File: src/design/shadow_brightness_tracker_core_macros.svh
// Assertion macros for the shadow brightness tracker.
`ifndef SHADOW_BRIGHTNESS_TRACKER_CORE_MACROS_SVH
`define SHADOW_BRIGHTNESS_TRACKER_CORE_MACROS_SVH
`ifndef SYNTHESIS
`define SBT_ASSERT(lbl, prop, msg) \
  lbl: assert property (@(posedge clk_i) disable iff (!rst_ni) prop) else $error(msg);
`define SBT_ASSERT_NEVER(lbl, expr, msg) \
  lbl: assert property (@(posedge clk_i) disable iff (!rst_ni) !(expr)) else $error(msg);
`else
`define SBT_ASSERT(lbl, prop, msg)
`define SBT_ASSERT_NEVER(lbl, expr, msg)
`endif
`endif

File: src/design/sbt_pkg.sv
// Shared types and constants of the shadow brightness tracker.
package sbt_pkg;

  localparam int SAMPLE_W      = 10;
  localparam int CH_W          = 2;
  localparam int WEIGHT_W      = 17;
  localparam int WFRAC         = 16;
  localparam int PROD_W        = SAMPLE_W + WFRAC;
  localparam int OUT_W         = 8;
  localparam int NUM_W         = SAMPLE_W + OUT_W;
  localparam int CFG_IDX_W     = 1;
  localparam int CHANNELS_DEF  = 3;
  localparam int FRAC_BITS_DEF = 16;

  localparam logic [WEIGHT_W-1:0] WEIGHT_ONE  = 17'h10000;
  localparam logic [WEIGHT_W-1:0] FAST_RESET  = 17'd45875;
  localparam logic [WEIGHT_W-1:0] SLOW_RESET  = 17'd66;

  typedef enum logic [CFG_IDX_W-1:0] {
    CFG_FAST = 1'b0,
    CFG_SLOW = 1'b1
  } cfg_reg_e;

  typedef enum logic {
    OP_SAMPLE = 1'b0,
    OP_CAL    = 1'b1
  } op_e;

  typedef enum logic [2:0] {
    ST_IDLE,
    ST_MUL,
    ST_PREP,
    ST_DIV,
    ST_OUT
  } state_e;

endpackage

File: src/design/sbt_in_if.sv
// Input channel of the shadow brightness tracker.
interface sbt_in_if;
  logic                        valid;
  logic                        ready;
  logic                        op;
  logic [sbt_pkg::CH_W-1:0]     channel;
  logic [sbt_pkg::SAMPLE_W-1:0] sample;

  modport source (output valid, output op, output channel, output sample, input ready);
  modport sink (input valid, input op, input channel, input sample, output ready);
endinterface

File: src/design/sbt_out_if.sv
// Result channel of the shadow brightness tracker.
interface sbt_out_if;
  logic                      valid;
  logic                      ready;
  logic [sbt_pkg::OUT_W-1:0] brightness;
  logic [sbt_pkg::CH_W-1:0]  out_channel;

  modport source (output valid, output brightness, output out_channel, input ready);
  modport sink (input valid, input brightness, input out_channel, output ready);
endinterface

File: src/design/sbt_mul.sv
// Bit-serial blend multiplier: ambient * (1 - w) + sample * w in Q10.16.
module sbt_mul (
  input  logic                          clk_i,
  input  logic                          rst_ni,
  input  logic                          start_i,
  input  logic [sbt_pkg::SAMPLE_W-1:0]  amb_i,
  input  logic [sbt_pkg::SAMPLE_W-1:0]  smp_i,
  input  logic [sbt_pkg::WEIGHT_W-1:0]  w_i,
  output logic                          done_o,
  output logic [sbt_pkg::PROD_W-1:0]    prod_o
);

  localparam int ACC_W = sbt_pkg::PROD_W + 2;
  localparam int CNT_W = $clog2(sbt_pkg::WEIGHT_W + 1);

  logic                              busy_q, busy_d;
  logic                              done_q, done_d;
  logic [CNT_W-1:0]                  cnt_q, cnt_d;
  logic [sbt_pkg::SAMPLE_W-1:0]      amb_q, amb_d;
  logic signed [sbt_pkg::SAMPLE_W:0] diff_q, diff_d;
  logic [sbt_pkg::WEIGHT_W-1:0]      w_q, w_d;
  logic signed [ACC_W-1:0]           acc_q, acc_d;
  logic signed [ACC_W-1:0]           sum;

  always_comb begin
    busy_d = busy_q;
    done_d = 1'b0;
    cnt_d  = cnt_q;
    amb_d  = amb_q;
    diff_d = diff_q;
    w_d    = w_q;
    acc_d  = acc_q;
    if (start_i) begin
      amb_d  = amb_i;
      diff_d = $signed({1'b0, smp_i}) - $signed({1'b0, amb_i});
      w_d    = w_i;
      acc_d  = '0;
      cnt_d  = CNT_W'(sbt_pkg::WEIGHT_W);
      busy_d = 1'b1;
    end else if (busy_q) begin
      acc_d = (acc_q <<< 1) + (w_q[sbt_pkg::WEIGHT_W-1] ? ACC_W'(diff_q) : '0);
      w_d   = w_q << 1;
      cnt_d = cnt_q - 1'b1;
      if (cnt_q == CNT_W'(1)) begin
        busy_d = 1'b0;
        done_d = 1'b1;
      end
    end
  end

  always_ff @(posedge clk_i or negedge rst_ni) begin
    if (!rst_ni) begin
      busy_q <= 1'b0;
      done_q <= 1'b0;
      cnt_q  <= '0;
    end else begin
      busy_q <= busy_d;
      done_q <= done_d;
      cnt_q  <= cnt_d;
    end
  end

  always_ff @(posedge clk_i) begin
    amb_q  <= amb_d;
    diff_q <= diff_d;
    w_q    <= w_d;
    acc_q  <= acc_d;
  end

  assign sum    = $signed({2'b00, amb_q, {sbt_pkg::WFRAC{1'b0}}}) + acc_q;
  assign prod_o = sum[sbt_pkg::PROD_W-1:0];
  assign done_o = done_q;

endmodule

File: src/design/sbt_div.sv
// Restoring divider that yields one quotient bit per cycle.
module sbt_div (
  input  logic                          clk_i,
  input  logic                          rst_ni,
  input  logic                          start_i,
  input  logic [sbt_pkg::NUM_W-1:0]     num_i,
  input  logic [sbt_pkg::SAMPLE_W-1:0]  den_i,
  output logic                          done_o,
  output logic [sbt_pkg::OUT_W-1:0]     quo_o
);

  localparam int RW    = sbt_pkg::SAMPLE_W;
  localparam int QW    = sbt_pkg::OUT_W;
  localparam int CNT_W = $clog2(QW + 1);

  logic             busy_q, busy_d;
  logic             done_q, done_d;
  logic [CNT_W-1:0] cnt_q, cnt_d;
  logic [RW-1:0]    rem_q, rem_d;
  logic [RW-1:0]    den_q, den_d;
  logic [QW-1:0]    lo_q, lo_d;
  logic [RW+1:0]    trial;

  assign trial = {1'b0, rem_q, lo_q[QW-1]} - {2'b00, den_q};

  always_comb begin
    busy_d = busy_q;
    done_d = 1'b0;
    cnt_d  = cnt_q;
    rem_d  = rem_q;
    den_d  = den_q;
    lo_d   = lo_q;
    if (start_i) begin
      rem_d  = num_i[sbt_pkg::NUM_W-1:QW];
      lo_d   = num_i[QW-1:0];
      den_d  = den_i;
      cnt_d  = CNT_W'(QW);
      busy_d = 1'b1;
    end else if (busy_q) begin
      if (!trial[RW+1]) begin
        rem_d = trial[RW-1:0];
        lo_d  = {lo_q[QW-2:0], 1'b1};
      end else begin
        rem_d = {rem_q[RW-2:0], lo_q[QW-1]};
        lo_d  = {lo_q[QW-2:0], 1'b0};
      end
      cnt_d = cnt_q - 1'b1;
      if (cnt_q == CNT_W'(1)) begin
        busy_d = 1'b0;
        done_d = 1'b1;
      end
    end
  end

  always_ff @(posedge clk_i or negedge rst_ni) begin
    if (!rst_ni) begin
      busy_q <= 1'b0;
      done_q <= 1'b0;
      cnt_q  <= '0;
    end else begin
      busy_q <= busy_d;
      done_q <= done_d;
      cnt_q  <= cnt_d;
    end
  end

  always_ff @(posedge clk_i) begin
    rem_q <= rem_d;
    den_q <= den_d;
    lo_q  <= lo_d;
  end

  assign quo_o  = lo_q;
  assign done_o = done_q;

endmodule

File: src/design/shadow_brightness_tracker_core.sv
// Top level of the shadow brightness tracker with per-channel baselines.
// A sample item runs the 17-step serial blend multiplier, then the 8-step divider when
// the new local baseline is above the sample, and then gives a valid result beat; when
// the baseline is not above the sample the division is skipped and the result is zero.
// One item is in work at a time, so a sample item holds the input until its result is
// loaded, including any result stall, and a calibrate item is taken while idle.
// Reset clears both baselines of every channel and restores the default weights.
module shadow_brightness_tracker_core #(
  parameter int CHANNELS  = sbt_pkg::CHANNELS_DEF,
  parameter int FRAC_BITS = sbt_pkg::FRAC_BITS_DEF
) (
  input  logic                            clk_i,
  input  logic                            rst_ni,
  sbt_in_if.sink                          in_i,
  sbt_out_if.source                       out_o,
  input  logic                            cfg_we_i,
  input  logic [sbt_pkg::CFG_IDX_W-1:0]   cfg_idx_i,
  input  logic [sbt_pkg::WEIGHT_W-1:0]    cfg_data_i
);

  localparam int LOC_W    = sbt_pkg::SAMPLE_W + FRAC_BITS;
  localparam int CH_IDX_W = (CHANNELS > 1) ? $clog2(CHANNELS) : 1;

  sbt_pkg::state_e state_q, state_d;

  logic [sbt_pkg::WEIGHT_W-1:0] fast_q, fast_d;
  logic [sbt_pkg::WEIGHT_W-1:0] slow_q, slow_d;
  logic [sbt_pkg::SAMPLE_W-1:0] amb_q [CHANNELS];
  logic [LOC_W-1:0]             loc_q [CHANNELS];

  logic [CH_IDX_W-1:0]          idx_q;
  logic [sbt_pkg::CH_W-1:0]     ch_q;
  logic [sbt_pkg::SAMPLE_W-1:0] smp_q;
  logic [sbt_pkg::SAMPLE_W-1:0] whole_q;
  logic [sbt_pkg::OUT_W-1:0]    res_q;
  logic                         out_vld_q;
  logic [sbt_pkg::OUT_W-1:0]    out_bri_q;
  logic [sbt_pkg::CH_W-1:0]     out_ch_q;

  logic                         in_acc;
  logic                         ch_ok;
  logic [CH_IDX_W-1:0]          in_idx;
  logic [LOC_W-1:0]             smp_ext;
  logic [sbt_pkg::WEIGHT_W-1:0] w_sel;
  logic [sbt_pkg::WEIGHT_W-1:0] w_clamp;
  logic                         mul_start;
  logic                         mul_done;
  logic [sbt_pkg::PROD_W-1:0]   prod;
  logic [LOC_W-1:0]             nl;
  logic                         div_start;
  logic                         div_done;
  logic [sbt_pkg::OUT_W-1:0]    quo;
  logic [sbt_pkg::SAMPLE_W-1:0] delta;
  logic [sbt_pkg::NUM_W-1:0]    num;
  logic                         out_load;

  assign in_acc  = in_i.valid && in_i.ready;
  assign ch_ok   = 32'(in_i.channel) < CHANNELS;
  assign in_idx  = CH_IDX_W'(in_i.channel);
  assign smp_ext = {in_i.sample, {FRAC_BITS{1'b0}}};
  assign w_sel   = (smp_ext > loc_q[in_idx]) ? fast_q : slow_q;
  assign w_clamp = w_sel[sbt_pkg::WEIGHT_W-1] ? sbt_pkg::WEIGHT_ONE : w_sel;

  assign nl    = LOC_W'({prod, {FRAC_BITS{1'b0}}} >> sbt_pkg::WFRAC);
  assign delta = whole_q - smp_q;
  assign num   = {delta, {sbt_pkg::OUT_W{1'b0}}} - sbt_pkg::NUM_W'(delta);

  always_comb begin
    in_i.ready = 1'b0;
    mul_start  = 1'b0;
    div_start  = 1'b0;
    out_load   = 1'b0;
    case (state_q)
      sbt_pkg::ST_IDLE: begin
        in_i.ready = 1'b1;
        mul_start  = in_i.valid && ch_ok && (in_i.op == sbt_pkg::OP_SAMPLE);
      end
      sbt_pkg::ST_PREP: begin
        div_start = whole_q > smp_q;
      end
      sbt_pkg::ST_OUT: begin
        out_load = !out_vld_q || out_o.ready;
      end
      default: begin
        in_i.ready = 1'b0;
      end
    endcase
  end

  always_comb begin
    state_d = state_q;
    case (state_q)
      sbt_pkg::ST_IDLE: if (mul_start) state_d = sbt_pkg::ST_MUL;
      sbt_pkg::ST_MUL:  if (mul_done) state_d = sbt_pkg::ST_PREP;
      sbt_pkg::ST_PREP: state_d = div_start ? sbt_pkg::ST_DIV : sbt_pkg::ST_OUT;
      sbt_pkg::ST_DIV:  if (div_done) state_d = sbt_pkg::ST_OUT;
      sbt_pkg::ST_OUT:  if (out_load) state_d = sbt_pkg::ST_IDLE;
      default:          state_d = sbt_pkg::ST_IDLE;
    endcase
  end

  always_comb begin
    fast_d = fast_q;
    slow_d = slow_q;
    if (cfg_we_i) begin
      case (sbt_pkg::cfg_reg_e'(cfg_idx_i))
        sbt_pkg::CFG_FAST: fast_d = cfg_data_i;
        sbt_pkg::CFG_SLOW: slow_d = cfg_data_i;
        default: begin
          fast_d = fast_q;
        end
      endcase
    end
  end

  always_ff @(posedge clk_i or negedge rst_ni) begin
    if (!rst_ni) begin
      state_q   <= sbt_pkg::ST_IDLE;
      fast_q    <= sbt_pkg::FAST_RESET;
      slow_q    <= sbt_pkg::SLOW_RESET;
      out_vld_q <= 1'b0;
      for (int i = 0; i < CHANNELS; i++) begin
        amb_q[i] <= '0;
        loc_q[i] <= '0;
      end
    end else begin
      state_q   <= state_d;
      fast_q    <= fast_d;
      slow_q    <= slow_d;
      out_vld_q <= out_load || (out_vld_q && !out_o.ready);
      if (in_acc && ch_ok && (in_i.op == sbt_pkg::OP_CAL)) begin
        amb_q[in_idx] <= in_i.sample;
        loc_q[in_idx] <= smp_ext;
      end
      if (mul_done) begin
        loc_q[idx_q] <= nl;
      end
    end
  end

  always_ff @(posedge clk_i) begin
    if (mul_start) begin
      idx_q <= in_idx;
      ch_q  <= in_i.channel;
      smp_q <= in_i.sample;
    end
    if (mul_done) begin
      whole_q <= nl[LOC_W-1:FRAC_BITS];
    end
    if ((state_q == sbt_pkg::ST_PREP) && !div_start) begin
      res_q <= '0;
    end else if (div_done) begin
      res_q <= quo;
    end
    if (out_load) begin
      out_bri_q <= res_q;
      out_ch_q  <= ch_q;
    end
  end

  sbt_mul u_mul (
    .clk_i   (clk_i),
    .rst_ni  (rst_ni),
    .start_i (mul_start),
    .amb_i   (amb_q[in_idx]),
    .smp_i   (in_i.sample),
    .w_i     (w_clamp),
    .done_o  (mul_done),
    .prod_o  (prod)
  );

  sbt_div u_div (
    .clk_i   (clk_i),
    .rst_ni  (rst_ni),
    .start_i (div_start),
    .num_i   (num),
    .den_i   (whole_q),
    .done_o  (div_done),
    .quo_o   (quo)
  );

  assign out_o.valid       = out_vld_q;
  assign out_o.brightness  = out_bri_q;
  assign out_o.out_channel = out_ch_q;

`include "shadow_brightness_tracker_core_macros.svh"

  `SBT_ASSERT_NEVER(a_mul_done_state, mul_done && (state_q != sbt_pkg::ST_MUL), "blend done outside multiply state")
  `SBT_ASSERT_NEVER(a_div_done_state, div_done && (state_q != sbt_pkg::ST_DIV), "quotient done outside divide state")
  `SBT_ASSERT(a_sample_starts_mul, (in_acc && ch_ok && (in_i.op == sbt_pkg::OP_SAMPLE)) |=> (state_q == sbt_pkg::ST_MUL), "accepted sample did not start the blend")

endmodule
File: src/flat_wrapper.sv
// flat-port wrapper written by rule: the top's interface ports become plain ports
module shadow_brightness_tracker_core_flat 
#(
  parameter int CHANNELS  = sbt_pkg::CHANNELS_DEF,
  parameter int FRAC_BITS = sbt_pkg::FRAC_BITS_DEF
)
  (clk_i, rst_ni, cfg_we_i, cfg_idx_i, cfg_data_i, in_i_valid, in_i_op, in_i_channel, in_i_sample, in_i_ready, out_o_valid, out_o_brightness, out_o_out_channel, out_o_ready);
  sbt_in_if in_i_i ();
  sbt_out_if out_o_i ();
  input  logic clk_i;
  input  logic rst_ni;
  input  logic cfg_we_i;
  input  logic [sbt_pkg::CFG_IDX_W-1:0] cfg_idx_i;
  input  logic [sbt_pkg::WEIGHT_W-1:0] cfg_data_i;
  input wire logic [$bits(in_i_i.valid)-1:0] in_i_valid;
  input wire logic [$bits(in_i_i.op)-1:0] in_i_op;
  input wire logic [$bits(in_i_i.channel)-1:0] in_i_channel;
  input wire logic [$bits(in_i_i.sample)-1:0] in_i_sample;
  output wire logic [$bits(in_i_i.ready)-1:0] in_i_ready;
  output wire logic [$bits(out_o_i.valid)-1:0] out_o_valid;
  output wire logic [$bits(out_o_i.brightness)-1:0] out_o_brightness;
  output wire logic [$bits(out_o_i.out_channel)-1:0] out_o_out_channel;
  input wire logic [$bits(out_o_i.ready)-1:0] out_o_ready;
  assign in_i_i.valid = in_i_valid;
  assign in_i_i.op = in_i_op;
  assign in_i_i.channel = in_i_channel;
  assign in_i_i.sample = in_i_sample;
  assign in_i_ready = in_i_i.ready;
  assign out_o_valid = out_o_i.valid;
  assign out_o_brightness = out_o_i.brightness;
  assign out_o_out_channel = out_o_i.out_channel;
  assign out_o_i.ready = out_o_ready;
  shadow_brightness_tracker_core #(.CHANNELS(CHANNELS), .FRAC_BITS(FRAC_BITS)) u_core (.clk_i(clk_i), .rst_ni(rst_ni), .in_i(in_i_i), .out_o(out_o_i), .cfg_we_i(cfg_we_i), .cfg_idx_i(cfg_idx_i), .cfg_data_i(cfg_data_i));
endmodule
File: config.mk
export PLATFORM = sky130hd
export DESIGN_NAME = shadow_brightness_tracker_core_flat
export DESIGN_NICKNAME = d
export VERILOG_FILES = /design/src/design/sbt_pkg.sv /design/src/design/sbt_in_if.sv /design/src/design/sbt_out_if.sv /design/src/design/sbt_mul.sv /design/src/design/sbt_div.sv /design/src/design/shadow_brightness_tracker_core.sv /design/src/flat_wrapper.sv
export VERILOG_INCLUDE_DIRS = /design/src /design/src/design
export SDC_FILE = /design/constraint.sdc
export NUM_CORES = 1
export LEC_CHECK = 0
export ABC_AREA = 0
export BUFFER_PORTS_ARGS = -buffer_cell sky130_fd_sc_hd__buf_4
export CAP_MARGIN = 20
export CORE_ASPECT_RATIO = 0.75
export CORE_MARGIN = 2
export CORE_UTILIZATION = 60
export CTS_BUF_LIST = sky130_fd_sc_hd__clkbuf_4 sky130_fd_sc_hd__clkbuf_8
export CTS_CLUSTER_DIAMETER = 30
export DETAILED_ROUTE_END_ITERATION = 6
export PLACE_DENSITY = 0.77
export SLEW_MARGIN = 20
export SYNTH_ARGS = -nofsm -noshare
export SYNTH_HDL_FRONTEND = slang
export SYNTH_HIERARCHICAL = 1
export SYNTH_SLANG_ARGS = --single-unit
File: constraint.sdc
create_clock -name clk_i -period 6.8 [get_ports clk_i]
set_clock_uncertainty 0.2 [all_clocks]
set_input_delay 1.02 -clock clk_i [delete_from_list [all_inputs] [get_ports clk_i]]
set_output_delay 1.02 -clock clk_i [all_outputs]
set_load 0.05 [all_outputs]
==> flow_summary.ini <==
[run_status]
outcome = completed

[synthesis]
synth_cells = 1548
netlist_area_um2 = 15900
mux_cell_area_share_after_synthesis_pct = 8.38
post_synth.cell_area_avg_um2 = 10.3
synth_seq_cells = 291
synth_top_family_by_area = simple AND/OR/NAND/NOR gates
synth_adder_area_share_pct = 5.75
postSynth.asyncResetShare_pct = 54.6
synth-seq-area-share_pct = 47.9
yosysWarningCount = 6
synth_simple_gate_area_share_pct = 16.4
synth_compound_area_share_pct = 12.3
yosys-top-cells-area = sky130_fd_sc_hd__dfrtp_1, sky130_fd_sc_hd__edfxtp_1, sky130_fd_sc_hd__nand2_1
synth-edff-count = 98
ys_types = 98
post-synth-top-area-cell = sky130_fd_sc_hd__dfrtp_1
dominant_synthesized_flop_cell = sky130_fd_sc_hd__dfrtp_1
synth_top_area_share_pct = 23.3
post_synthesis_net_count = 1654
post_synth_xor_area_fraction_pct = 4.12

[critical_path]
required_ns = 6.94
endpoint_kind = register
critical_path.reg2reg.startpoint = u_core/whole_q[4]$_DFFE_PP_
timing.critical_path.from_type = register
cp.arrival_ns = 4.28
timing.reg2reg.setup_slack_ns = 2.66
worst_r2r_endpoint = u_core/u_div/rem_q[7]$_DFFE_PP_
worstSetupPathType = reg -> reg
path_max_fanout = 7
worst-r2r-cell-count = 14

[power]
peakVddDrop_mv = 0.232
power_density_nw_per_um2 = 418
design_power_total_uw = 7260
leakagePower_uw = 0.00733

[global_route]
grt_overflow_total = 0
globalRouteTotalUtil_pct = 26.7
antenna_found_initial = 0
first_global_vias = 11500
wire_length_of_the_first_global_routing_pass_mm = 59.4
maximum_number_of_pins_on_one_net_before_global_route_repair = 100

[layout]
nets = 1675
finalNonFillerCells = 1957
final-seq-area_um2 = 7620
antenna-diode-count = 0
multi_input_area_um2 = 7490
layout-area-overhead-vs-synth_pct = 9.35
num-fill-cells = 1997
share_of_layout_cells_above_drive_strength_1_pct = 18.6

[cts]
cts_tree = built
cts_max_level = 2
insertion_delay_ns = 0.60
ctsLongestPathBuffers = 3
cts_buffers = 52
cts_repair_resize_count = 0
clkSinkCount = 291
post-cts-setup-buffers = 0
cts_hold_repair.buffers = 0
cts_root_buf = sky130_fd_sc_hd__clkbuf_8
path_clk_slew_ns = 0.06

[timing]
finalCriticalPeriod_ns = 4.14
max-slew-margin-rel_pct = 39.8
finalHoldViolCount = 0
setup_tns_after_final_layout_ns = 0
rsz0062_at_grt = no
layout_worst_path_cycle_share_pct = 60.9
timing_worst_slew_pin_value_ns = 0.900
finalMaxSlewViolations = 0
report.final.setup_viol = 0
clock.fmax_mhz = 242

[route]
first_iter_violations = 852
vias = 11600
totalWireLength_mm = 36.4
wire_per_inst_um = 18.6
drcViolationCount = 0
vias_per_cell = 5.92
drt-pass1-iter-count = 5
final_antenna_net_count = 0

[die]
design.core.area_um2 = 26000
die-area_um2 = 27800
fp.dieH_um = 145
initial_util_pct = 61.2
core.rowCount = 51
floorplan.die.width_um = 192
io-pin-count = 48

[worst_hold_path]
hp-start = u_core/res_q[5]$_SDFFE_PP0P_
worstHoldPathCells = 0
min-delay-path-class = reg -> reg
worstHoldEndpoint = u_core/out_o.brightness[5]$_DFFE_PP_

[place]
detailed_place_hpwl_mm = 24.8
placed_cells_incl_taps = 1859
io_buffers = 47
final_weighted_congestion_in_routability_driven_placement = 0.902

[flow_run]
max_cap_viol_count = 0
## worst max-delay path by stage
stage	from	endpoint	cells after the start
after global routing	u_core/whole_q[4]$_DFFE_PP_	u_core/u_div/rem_q[7]$_DFFE_PP_	14
after CTS	u_core/whole_q[4]$_DFFE_PP_	u_core/u_div/rem_q[7]$_DFFE_PP_	14
after global placement	in_i_channel[0]	u_core/u_mul/w_q[13]$_DFFE_PP_	12
after detailed placement	in_i_channel[0]	u_core/u_mul/w_q[7]$_DFFE_PP_	12
after floorplan	in_i_channel[1]	u_core/u_mul/w_q[0]$_SDFFCE_PN0P_	8
final	u_core/whole_q[4]$_DFFE_PP_	u_core/u_div/rem_q[7]$_DFFE_PP_	14
## cells by family after synthesis
kind of cell / after synthesis
AND/OR/NAND/NOR: 544
flip-flops: 291
AO/OA/AOI/OAI: 290
buffers and inverters: 155
multiplexers: 124
XOR/XNOR: 74
adder cells (fa/ha/maj): 70
## Yosys cell counts (all sizes together), types with 9 or more instances
library cell	count
a211oi	9
nand3	38
or2	9
nor4	22
dfstp	11
dfrtp	148
nand2b	17
dfxtp	34
a22o	20
o21ai	92
ha	65
xnor2	52
mux2i	52
xor2	22
a21oi	74
nor3	19
a31oi	29
mux2	72
inv	60
nor2	98
buf	46
a21o	14
edfxtp	98
and2	14
clkbuf	49
nor2b	15
nand2	258
nand4	13
## per-stage QoR
| stage | area (um2) | setup slack, ns | utilization [%] | hold WS [ns] |
|---|---|---|---|---|
| floorplan | 15900 | 0.545 | - | 0.208 |
| global placement | 16200 | 2.28 | 62.5 | 0.218 |
| detailed placement | 16200 | 2.18 | 62.5 | 0.215 |
| CTS | 17400 | 2.67 | 66.9 | 0.230 |
| global route | 17400 | 2.35 | 66.9 | 0.236 |
| finish | 17400 | 2.66 | 66.9 | 0.230 |
## layout by cell type, fill, tap and decap left out, drive strengths merged, types with 6 or more instances in the layout
| master | count |
|---|---|
| a21o | 14 |
| inv | 67 |
| a211oi | 9 |
| or2 | 9 |
| xnor2 | 52 |
| and3 | 8 |
| a21oi | 74 |
| ha | 65 |
| o21ai | 92 |
| nor2b | 15 |
| and2 | 14 |
| nand3b | 6 |
| dfrtp | 148 |
| nor4 | 22 |
| nand2b | 17 |
| nor3 | 19 |
| nand2 | 258 |
| mux2i | 52 |
| buf | 62 |
| nor2 | 98 |
| a31oi | 29 |
| clkbuf | 67 |
| dfstp | 11 |
| mux2 | 72 |
| nand4 | 13 |
| nand3 | 38 |
| clkinv | 15 |
| nor3b | 7 |
| edfxtp | 98 |
| xor2 | 22 |
| a22o | 20 |
| dfxtp | 34 |
## registers in the layout (all words and copies together) (netlist names), 8 cells and up
register	flops
u_core/fast_q	17
u_core/u_mul/acc_q	26
u_core/slow_q	17
u_core/loc_q	78
u_core/out_o.brightness	8
u_core/res_q	8
u_core/whole_q	10
u_core/u_mul/amb_q	10
u_core/smp_q	10
u_core/u_mul/w_q	17
u_core/u_div/rem_q	10
u_core/u_div/den_q	10
u_core/u_div/quo_o	8
u_core/u_mul/diff_q	11
u_core/amb_q	30
## cell type report
class	instances	area share, %
Clock buffer	67	4.95
Clock inverter	31	1.70
Inverter	60	1.30
Multi-Input combinational cell	1102	43.1
Sequential cell	291	43.8
Tap cell	344	2.48
Timing Repair Buffer	62	2.70
## metal layers
| metal | global-route usage (%) | wire length (um) |
|---|---|---|
| met5 | 0 | 0 |
| met3 | 4.60 | 2430 |
| met2 | 40.6 | 16200 |
| met4 | 7.58 | 726 |
| met1 | 39.4 | 17000 |
## where the power goes
group | total (uW) | switching, uW | internal (uW)
logic | 2420 | 1370 | 1050
registers | 3050 | 565 | 2480
clock network | 1780 | 781 | 1000
total | 7260 | 2710 | 4540
## critical path, cell delays in order, from the launching register on
cell and delay [ns]:
sky130_fd_sc_hd__edfxtp_1 0.38, sky130_fd_sc_hd__ha_1 0.49, sky130_fd_sc_hd__nand2_1 0.12, sky130_fd_sc_hd__a211o_1 0.28, sky130_fd_sc_hd__a31oi_2 0.29, sky130_fd_sc_hd__nor4b_1 0.10
sky130_fd_sc_hd__nor3b_1 0.41, sky130_fd_sc_hd__ha_1 0.35, sky130_fd_sc_hd__a21o_1 0.19, sky130_fd_sc_hd__nor2_1 0.19, sky130_fd_sc_hd__o2111ai_1 0.27, sky130_fd_sc_hd__nand2b_1 0.27
sky130_fd_sc_hd__mux2i_1 0.15, sky130_fd_sc_hd__nor2b_1 0.14, sky130_fd_sc_hd__a21oi_1 0.05
Note: power is estimated with default switching activity, not from simulation.
